`src/hw/rtl/mcrb_pkg.sv`:
```
// Shared types and constants of the multichannel sample ring buffer.
// No dependencies; mcrb_lane, mcrb_merge and the top level refer to it by scoped name.
package mcrb_pkg;

  localparam int unsigned LANE_W     = 24;  // width of one sample lane on the ports
  localparam int unsigned MAX_CH     = 8;   // lanes per frame, also number of banks
  localparam int unsigned CH_W       = 3;   // channel select / bank select width
  localparam int unsigned SPAN_W     = 4;   // holds a lane count 0..MAX_CH
  localparam int unsigned DEPTH_CFG_W = 9;  // active_depth register width

  // command codes
  localparam logic [1:0] CMD_INS_FRAME = 2'd0;
  localparam logic [1:0] CMD_RD_FRAME  = 2'd1;
  localparam logic [1:0] CMD_INS_CHAN  = 2'd2;
  localparam logic [1:0] CMD_RD_CHAN   = 2'd3;

  // configuration register indexes
  localparam logic [1:0] CFG_DEPTH    = 2'd0;
  localparam logic [1:0] CFG_CHANNELS = 2'd1;
  localparam logic [1:0] CFG_CLEAR    = 2'd2;

  // per-item access request broadcast to all banks
  typedef struct packed {
    logic              go;       // item accepted this cycle
    logic              insert;   // write samples, else read
    logic              zero_rd;  // read also writes zero back
    logic [SPAN_W-1:0] span;     // number of consecutive samples touched
  } lane_op_t;

  // what the merge stage needs to know about the item in flight
  typedef struct packed {
    logic              rd;       // item read samples
    logic              bad_ch;   // single-channel command on an inactive channel
    logic [CH_W-1:0]   off;      // bank holding the first sample
    logic [SPAN_W-1:0] span;
  } merge_info_t;

endpackage

```
`src/hw/rtl/mcrb_merge.sv`:
```
// Merge stage: rotates bank read data back into channel order and zeroes
// unused lanes. Depends on mcrb_pkg.
module mcrb_merge #(
  parameter int unsigned STORE_W = 24
) (
  input  mcrb_pkg::merge_info_t                             info_i,
  input  logic [mcrb_pkg::MAX_CH-1:0][STORE_W-1:0]          bank_i,
  output logic [mcrb_pkg::MAX_CH-1:0][mcrb_pkg::LANE_W-1:0] lanes_o,
  output logic                                              status_o
);

  always_comb begin
    logic [mcrb_pkg::CH_W-1:0] src;
    for (int j = 0; j < mcrb_pkg::MAX_CH; j++) begin
      src = mcrb_pkg::CH_W'(j) + info_i.off;
      if (info_i.rd && (mcrb_pkg::SPAN_W'(j) < info_i.span)) begin
        lanes_o[j] = mcrb_pkg::LANE_W'(bank_i[src]);
      end else begin
        lanes_o[j] = '0;
      end
    end
  end

  assign status_o = info_i.bad_ch;

endmodule

```
`config.mk`:
```
export PLATFORM = sky130hd
export DESIGN_NAME = mcrb_merge
export DESIGN_NICKNAME = d
export VERILOG_FILES = /design/src/hw/rtl/mcrb_pkg.sv /design/src/hw/rtl/mcrb_merge.sv
export SDC_FILE = /design/constraint.sdc
export NUM_CORES = 1
export LEC_CHECK = 0
export BUFFER_PORTS_ARGS = -buffer_cell sky130_fd_sc_hd__buf_2
export CAP_MARGIN = 20
export CORE_ASPECT_RATIO = 0.7
export CORE_MARGIN = 10
export CORE_UTILIZATION = 25
export DETAILED_ROUTE_END_ITERATION = 6
export GPL_ROUTABILITY_DRIVEN = 0
export REMOVE_ABC_BUFFERS = 1
export SYNTH_ARGS = -nofsm -noshare
export SYNTH_HDL_FRONTEND = slang
export SYNTH_SLANG_ARGS = --single-unit
```
`constraint.sdc`:
```
create_clock -name vclk -period 8.1
set_input_delay 0.81 -clock vclk [all_inputs]
set_output_delay 0.81 -clock vclk [all_outputs]
set_load 0.01 [all_outputs]
```
==> impl_metrics.env, run 1 <==
export IMPL_status="finished, final reports clean"
export IMPL_fin_crit_sh_pct=63.2
export IMPL_maxCapViolCount=0
export IMPL_share_seq_of_total_power_pct=0
export IMPL_final_nets=1204
export IMPL_power_combinational_fraction_pct=100.0
export IMPL_ant_nets=0
export IMPL_worst_setup_path_start_kind="primary input"
export IMPL_max_slew_worst_pin_slew_ns=1.16
export IMPL_worst_setup_path_startpoint="info_i[4]"
export IMPL_die_area_um2=40800
export IMPL_syn_cell_area_um2=8250
export IMPL_grt_start_max_net_pins=58
export IMPL_crit_path_max_fo=57
export IMPL_floorplan_initialDensity_pct=25.5
export IMPL_dr_max_layer_used="met5"
export IMPL_synth_cell_types=42
export IMPL_vias=9243
export IMPL_cts_resized=0
export IMPL_slew_headroom_pct=22.2
export IMPL_avgRoutedWirePerCell_um=30.3
export IMPL_powerDensity_nw_per_um2=77.2
export IMPL_number_of_global_route_vias_before_repair=9373
export IMPL_achievable_frequency_ghz=0.195
export IMPL_drt_drc_violations_left=0
export IMPL_synth_area_top_cells="sky130_fd_sc_hd__mux4_2 59%, sky130_fd_sc_hd__a22o_1 15%, sky130_fd_sc_hd__mux2i_1 4.4%"
export IMPL_m1WireLength_um=15500
export IMPL_fin_crit_ns=5.12
export IMPL_post_layout_total_power_uw=796
export IMPL_hold_violations=0
export IMPL_ys_warnings_count=0
export IMPL_core_region_area_um2=32400
export IMPL_endpoint_kind="output pin"
export IMPL_worst_ep_required_time_ns=7.29
export IMPL_detail_route_iter0_violations=886
export IMPL_io_pins=394
export IMPL_netlist_top_cell_by_area="sky130_fd_sc_hd__mux4_2"
export IMPL_clock_power_share_pct=0
export IMPL_netlist_area_leader_share_pct=58.7
export IMPL_worst_ep_arrival_time_ns=4.31
export IMPL_wirelength_um=43200
export IMPL_die_x_um=237
export IMPL_detailedPlacementHpwl_um=32200
export IMPL_die_height_um=172
export IMPL_final_setup_violating_endpoints=0
export IMPL_detailedRoute_firstPassIterationCount=5
export IMPL_num_rows=55
export IMPL_yosysSeqAreaShare_pct=0
export IMPL_irDropWorstVdd_v=0.0000438
export IMPL_synthCells=693
export IMPL_drive_gt1_share_pct=64.1
export IMPL_p_switching_uw=425
export IMPL_global_route_overflow_total=0
export IMPL_rsz0062_at_grt="false"
export IMPL_initial_antenna_violation_count=4
export IMPL_cellInternalPower_uw=370
export IMPL_switching_share_pct=53.5
export IMPL_post_syn_area_per_cell_um2=11.9
export IMPL_detail_route_vias_per_cell=6.47
export IMPL_design_seq_count=0
export IMPL_clkbuf_count=0
export IMPL_seqCellArea_um2=0
export IMPL_routed_wl_met3_um=4750
export IMPL_worstHoldPathType="primary input to output pin"
export IMPL_port_buffers=392
export IMPL_timing_worst_setup_path_type="primary input to output pin"
export IMPL_wire_length_on_met2_um=21600
export IMPL_worstSetupEndpoint="lanes_o[168]"
export IMPL_leakagePower_uw=0.00443
export IMPL_grt_pass1_wl_um=62700
export IMPL_final_setup_tns_ns=0
export IMPL_cts_setup_buffers=0
export IMPL_holdBufCountCts=0
export IMPL_flow_area_growth_from_synthesis_pct=25.0
export IMPL_grt_usage_pct=19.8
export IMPL_timing_max_transition_violations_final=0
## stage by stage
step	std cells	area (µm²)	hold WS [ns]	utilization, %	setup WS [ns]
final	1429	10300	1.62	31.8	2.98
after global routing	1427	10300	1.62	31.8	2.71
after CTS	1426	10300	1.62	31.8	2.88
after detailed placement	1426	10300	1.62	31.8	2.88
after global placement	1426	10300	1.62	31.8	2.93
after floorplan	594	7590	1.62	-	2.43
## Yosys cell counts (2+ instances only)
cell type	n
sky130_fd_sc_hd__a21oi_1	35
sky130_fd_sc_hd__nand2_1	47
sky130_fd_sc_hd__ha_1	2
sky130_fd_sc_hd__nor2_1	8
sky130_fd_sc_hd__o31ai_1	12
sky130_fd_sc_hd__buf_6	16
sky130_fd_sc_hd__buf_4	22
sky130_fd_sc_hd__nand2b_1	2
sky130_fd_sc_hd__inv_1	28
sky130_fd_sc_hd__buf_2	50
sky130_fd_sc_hd__nor3b_2	2
sky130_fd_sc_hd__xnor2_1	2
sky130_fd_sc_hd__nor2_2	2
sky130_fd_sc_hd__xor2_1	2
sky130_fd_sc_hd__nor3b_1	2
sky130_fd_sc_hd__mux2i_1	36
sky130_fd_sc_hd__o221a_1	10
sky130_fd_sc_hd__o21ai_0	2
sky130_fd_sc_hd__o22ai_1	24
sky130_fd_sc_hd__nand3_1	3
sky130_fd_sc_hd__mux4_2	215
sky130_fd_sc_hd__a22o_1	144
sky130_fd_sc_hd__clkbuf_1	8
## metal layers
metal | global-route usage (%) | vias up
met4 | 5.72 | 2
met5 | 0 | -
met2 | 34.1 | 700
li1 | - | 3726
met1 | 23.9 | 4715
met3 | 5.41 | 100
## cells in the final DEF, fill, tap and decap left out, types with 12 or more instances in the layout
| cell type | instances |
|---|---|
| sky130_fd_sc_hd__mux2i_1 | 36 |
| sky130_fd_sc_hd__buf_4 | 13 |
| sky130_fd_sc_hd__o31ai_1 | 12 |
| sky130_fd_sc_hd__mux4_2 | 215 |
| sky130_fd_sc_hd__nand2_1 | 46 |
| sky130_fd_sc_hd__inv_1 | 28 |
| sky130_fd_sc_hd__a21oi_1 | 34 |
| sky130_fd_sc_hd__a22o_1 | 144 |
| sky130_fd_sc_hd__o22ai_1 | 24 |
| sky130_fd_sc_hd__buf_2 | 389 |
## worst min path at each step
| stage | from | endpoint | slack [ns] | cells past startpoint |
|---|---|---|---|---|
| finish | info_i[7] | status_o | 1.62 | 0 |
| global route | info_i[7] | status_o | 1.62 | 0 |
| CTS | info_i[7] | status_o | 1.62 | 0 |
| detailed placement | info_i[7] | status_o | 1.62 | 0 |
| global placement | info_i[7] | status_o | 1.62 | 0 |
| floorplan | info_i[7] | status_o | 1.62 | 0 |
## power by group through the flow
stage	combinational, µW	sequential [µW]	clock, µW
after CTS	795	0	0
final	796	0	0.0000495
after floorplan	446	0	0
after global routing	851	0	0.0000165
after global placement	787	0	0
after detailed placement	792	0	0
## critical path: stages
cell and delay [ns]:
sky130_fd_sc_hd__buf_8 0.38, sky130_fd_sc_hd__inv_2 0.45, sky130_fd_sc_hd__ha_4 1.00, sky130_fd_sc_hd__buf_4 0.63, sky130_fd_sc_hd__mux4_2 0.59, sky130_fd_sc_hd__a22o_1 0.25, sky130_fd_sc_hd__buf_2 0.14
## logic make-up after synthesis
group / share of synthesized area (%)
AOI/OAI and AO/OA: 22.9
xor gates and xnor gates: 0.425
adders and majority gates: 0.303
buffers and inverters: 9.39
muxes: 63.2
and+or+nand+nor: 3.84
## layout make-up
cell class / instances / area (µm²)
fillers: 3311 / 22100
multi-input cells: 565 / 7580
repair buffers: 405 / 2080
well taps: 427 / 534
inverters: 29 / 109
diodes: 3 / 7.51
Power figures use the tool's default switching activity.
==> run 2: changes to the inputs <==
==> constraint.sdc (replaced) <==
create_clock -name vclk -period 4.75
set_input_delay 0.475 -clock vclk [all_inputs]
set_output_delay 0.475 -clock vclk [all_outputs]
set_load 0.01 [all_outputs]
==> impl_metrics.env, run 2 (same netlist as run 1, synthesis figures left out) <==
export IMPL_rsz0062_at_grt="false"
export IMPL_number_of_global_route_vias_before_repair=9458
export IMPL_num_fill_cells=3281
export IMPL_flow_area_growth_from_synthesis_pct=26.2
export IMPL_holdBufCountCts=0
export IMPL_detail_route_iter0_violations=1109
export IMPL_post_layout_total_power_uw=1390
export IMPL_clkbuf_count=0
export IMPL_whs_path_depth=0
export IMPL_floorplan_initialDensity_pct=25.5
export IMPL_fin_crit_ns=3.38
export IMPL_timing_worst_setup_path_type="primary input to output pin"
export IMPL_die_height_um=172
export IMPL_powerDensity_nw_per_um2=133
export IMPL_port_buffers=392
export IMPL_grt_start_max_net_pins=94
export IMPL_status="finished, final reports clean"
export IMPL_worst_setup_path_start_kind="primary input"
export IMPL_grt_pass1_wl_um=64400
export IMPL_initial_antenna_violation_count=4
export IMPL_detailedRoute_firstPassIterationCount=5
export IMPL_switching_share_pct=53.7
export IMPL_worst_path_cell_trace="buf_8 -> ha_1 -> xnor2_1 -> nor3b_4 -> buf_4 -> a22o_1 -> buf_2"
export IMPL_leakagePower_uw=0.00447
export IMPL_crit_path_max_fo=41
export IMPL_worstHoldPathType="primary input to output pin"
export IMPL_irDropWorstVdd_v=0.000113
export IMPL_vias=9406
export IMPL_post_place_ws_ns=1.32
export IMPL_grt_usage_pct=20.5
export IMPL_final_setup_violating_endpoints=0
export IMPL_endpoint_kind="output pin"
export IMPL_fin_worst_hold_slack_ns=0.950
export IMPL_achievable_frequency_ghz=0.296
export IMPL_maxCapViolCount=0
export IMPL_io_pins=394
export IMPL_drt_drc_violations_left=0
export IMPL_core_region_area_um2=32400
export IMPL_power_combinational_fraction_pct=100.0
export IMPL_global_route_overflow_total=0
export IMPL_avgRoutedWirePerCell_um=31.5
export IMPL_cts_setup_buffers=0
export IMPL_wirelength_um=45200
export IMPL_timing_max_transition_violations_final=0
export IMPL_detail_route_vias_per_cell=6.56
export IMPL_cts_resized=0
export IMPL_worst_ep_arrival_time_ns=2.91
export IMPL_fin_crit_sh_pct=71.2
export IMPL_slew_headroom_pct=18.9
export IMPL_share_seq_of_total_power_pct=0
export IMPL_die_x_um=237
export IMPL_detailedPlacementHpwl_um=32400
export IMPL_die_area_um2=40800
export IMPL_max_slew_worst_pin_slew_ns=1.21
export IMPL_final_nets=1205
export IMPL_seqCellArea_um2=0
export IMPL_mostFrequentLayoutCells="389 x sky130_fd_sc_hd__buf_2, 215 x sky130_fd_sc_hd__mux4_2, 144 x sky130_fd_sc_hd__a22o_1, 46 x sky130_fd_sc_hd__nand2_1, 36 x sky130_fd_sc_hd__mux2i_1"
export IMPL_worst_ep_required_time_ns=4.28
export IMPL_fin_ws_ns=1.37
export IMPL_slowest_stage="sky130_fd_sc_hd__nor3b_4"
export IMPL_cpPeakStageDelay_ns=0.57
export IMPL_layout_core_utilization_pct=32.1
export IMPL_num_rows=55
export IMPL_ant_nets=0
export IMPL_mostFrequentLayoutCell="sky130_fd_sc_hd__buf_2"
export IMPL_drive_gt1_share_pct=64.1
export IMPL_design_seq_count=0
export IMPL_p_switching_uw=745
export IMPL_cellInternalPower_uw=641
export IMPL_hold_violations=0
export IMPL_clock_power_share_pct=0
-- run 2: cell types whose count changed in the layout (fill, tap and decap cells not counted) --
cell / previous run / this run
sky130_fd_sc_hd__diode_2: 3 / 6
sky130_fd_sc_hd__buf_16: 0 / 2
sky130_fd_sc_hd__buf_12: 0 / 4
sky130_fd_sc_hd__buf_4: 13 / 8
-- run 2: critical path: cells and delay by family --
kind	cells	cell delay, ns
adders and majority gates	1	0.42
AOI/OAI and AO/OA	1	0.24
buffers and inverters	3	0.94
xor gates and xnor gates	1	0.21
and+or+nand+nor	1	0.57
-- run 2: cell type report --
| cell class | count | area (µm²) | area share, % |
|---|---|---|---|
| Antenna cell | 6 | 15.0 | 0.144 |
| Inverter | 29 | 109 | 1.05 |
| Multi-Input combinational cell | 565 | 7580 | 72.8 |
| Tap cell | 427 | 534 | 5.13 |
| Timing Repair Buffer | 406 | 2180 | 20.9 |
-- run 2: metrics by stage --
| stage | instances | TNS [ns] | area (µm²) |
|---|---|---|---|
| 2_1_floorplan | 594 | -10.05 | 7590 |
| 3_3_place_gp | 1425 | 0 | 10300 |
| 3_5_place_dp | 1425 | 0 | 10300 |
| 4_1_cts | 1425 | 0 | 10300 |
| 5_1_grt | 1429 | 0 | 10400 |
| 6_report | 1433 | 0 | 10400 |
-- run 2: routing by layer --
metal  GRT usage, %  up-vias  wire length, µm  share of wire [%]
met5              0        -                0                  0
met4           5.80        0             1180                2.6
met3           5.15       83             4880                 11
met2           35.4      730            22400                 50
met1           24.9     4861            16700                 37
li1               -     3732                -                  -
-- run 2: path summary, 6_finish.rpt --
check | to | slack, ns | startpoint
max | lanes_o[136] | 1.37 | info_i[4]
min | status_o | 0.95 | info_i[7]
-- run 2: power groups by stage --
stage               Clock [µW]  Combinational [µW]  Sequential, µW
CTS                          0                1370               0
detailed placement           0                1370               0
global placement             0                1360               0
floorplan                    0                 761               0
global route         0.0000565                1470               0
finish                0.000170                1390               0
==> run 3: changes to the inputs <==
==> constraint.sdc (replaced) <==
create_clock -name vclk -period 2.8
set_input_delay 0.28 -clock vclk [all_inputs]
set_output_delay 0.28 -clock vclk [all_outputs]
set_load 0.01 [all_outputs]
==> impl_metrics.env, run 3 (same netlist as run 1, synthesis figures left out) <==
export IMPL_powerDensity_nw_per_um2=224
export IMPL_fin_crit_sh_pct=88.4
export IMPL_post_place_ws_ns=0.309
export IMPL_num_rows=55
export IMPL_worstHoldPathType="primary input to output pin"
export IMPL_detailedPlacementHpwl_um=33900
export IMPL_cts_setup_buffers=0
export IMPL_mostFrequentLayoutCell="sky130_fd_sc_hd__buf_2"
export IMPL_fin_crit_ns=2.48
export IMPL_max_slew_worst_pin_slew_ns=1.14
export IMPL_maxCapViolCount=0
export IMPL_cts_resized=0
export IMPL_die_area_um2=40800
export IMPL_die_height_um=172
export IMPL_holdBufCountCts=0
export IMPL_detail_route_iter0_violations=945
export IMPL_rsz0062_at_grt="false"
export IMPL_flow_area_growth_from_synthesis_pct=30.2
export IMPL_core_region_area_um2=32400
export IMPL_wirelength_um=44300
export IMPL_area_of_all_placed_cells_without_fillers_um2=10700
export IMPL_hold_violations=0
export IMPL_final_nets=1235
export IMPL_post_layout_total_power_uw=2400
export IMPL_ant_nets=0
export IMPL_drive_gt1_share_pct=65.1
export IMPL_fin_ws_ns=0.324
export IMPL_initial_antenna_violation_count=10
export IMPL_global_route_overflow_total=0
export IMPL_slew_headroom_pct=23.9
export IMPL_mostFrequentLayoutCells="389 x sky130_fd_sc_hd__buf_2, 215 x sky130_fd_sc_hd__mux4_2, 144 x sky130_fd_sc_hd__a22o_1, 46 x sky130_fd_sc_hd__nand2_1, 36 x sky130_fd_sc_hd__mux2i_1"
export IMPL_grt_pass1_wl_um=64400
export IMPL_timing_max_transition_violations_final=0
export IMPL_detail_route_vias_per_cell=6.36
export IMPL_place_area_um2=10700
export IMPL_die_x_um=237
export IMPL_grt_start_max_net_pins=147
export IMPL_design_seq_count=0
export IMPL_worst_ep_required_time_ns=2.52
export IMPL_achievable_frequency_ghz=0.404
export IMPL_endpoint_kind="output pin"
export IMPL_hold_path_startpoint="info_i[7]"
export IMPL_detailedRoute_firstPassIterationCount=5
export IMPL_clkbuf_count=0
export IMPL_grt_usage_pct=20.3
export IMPL_seqCellArea_um2=0
export IMPL_irDropWorstVdd_v=0.000122
export IMPL_crit_path_max_fo=24
export IMPL_final_setup_violating_endpoints=0
export IMPL_number_of_global_route_vias_before_repair=9602
export IMPL_timing_worst_setup_path_type="primary input to output pin"
export IMPL_worst_setup_path_start_kind="primary input"
export IMPL_layout_core_utilization_pct=33.1
export IMPL_avgRoutedWirePerCell_um=30.3
export IMPL_worst_setup_path_startpoint="info_i[8]"
export IMPL_status="finished, final reports clean"
export IMPL_vias=9308
export IMPL_leakagePower_uw=0.00464
export IMPL_worst_ep_arrival_time_ns=2.20
export IMPL_drt_drc_violations_left=0
export IMPL_port_buffers=392
export IMPL_floorplan_initialDensity_pct=25.5
export IMPL_io_pins=394
run 3: changes by cell type in the layout (fill, tap and decap cells not counted):
cell / before / now
sky130_fd_sc_hd__buf_12: 4 / 15
sky130_fd_sc_hd__buf_16: 2 / 0
sky130_fd_sc_hd__diode_2: 6 / 7
sky130_fd_sc_hd__buf_4: 8 / 29
run 3: layout make-up:
class,count,area (µm²)
Antenna cell,7,17.5
Inverter,29,109
Fill cell,3333,21700
Tap cell,427,534
Multi-Input combinational cell,565,7580
Timing Repair Buffer,436,2500
run 3: power by group:
group	switching [µW]	internal, µW	total (µW)
combinational	1260	1140	2400
clock	0	0.000337	0.000337
sequential	0	0	0
run 3: per-layer routing:
layer,part of all wire [%],vias to the layer above,GRT usage [%]
met5,0.029,-,0
met4,2.6,2,5.55
met3,11,66,6.69
met2,48,646,33.6
met1,38,4792,25.0
li1,-,3802,-
run 3: final timing paths:
kind              cells after the start  slack, ns    endpoint
setup / recovery                      5       0.32  lanes_o[6]
hold / removal                        0       0.56    status_o
run 3: per-stage QoR:
step,TNS [ns],std cells,hold slack (ns)
after floorplan,-159.81,594,0.560
after global placement,0,1457,0.560
after detailed placement,0,1457,0.560
after CTS,0,1457,0.560
after global routing,0,1461,0.560
final,0,1464,0.560
run 3: critical path, stage by stage:
cell	delay (ns)
sky130_fd_sc_hd__buf_2	0.31
sky130_fd_sc_hd__nand2b_1	0.21
sky130_fd_sc_hd__nor2_4	0.92
sky130_fd_sc_hd__a22o_1	0.31
sky130_fd_sc_hd__buf_2	0.16
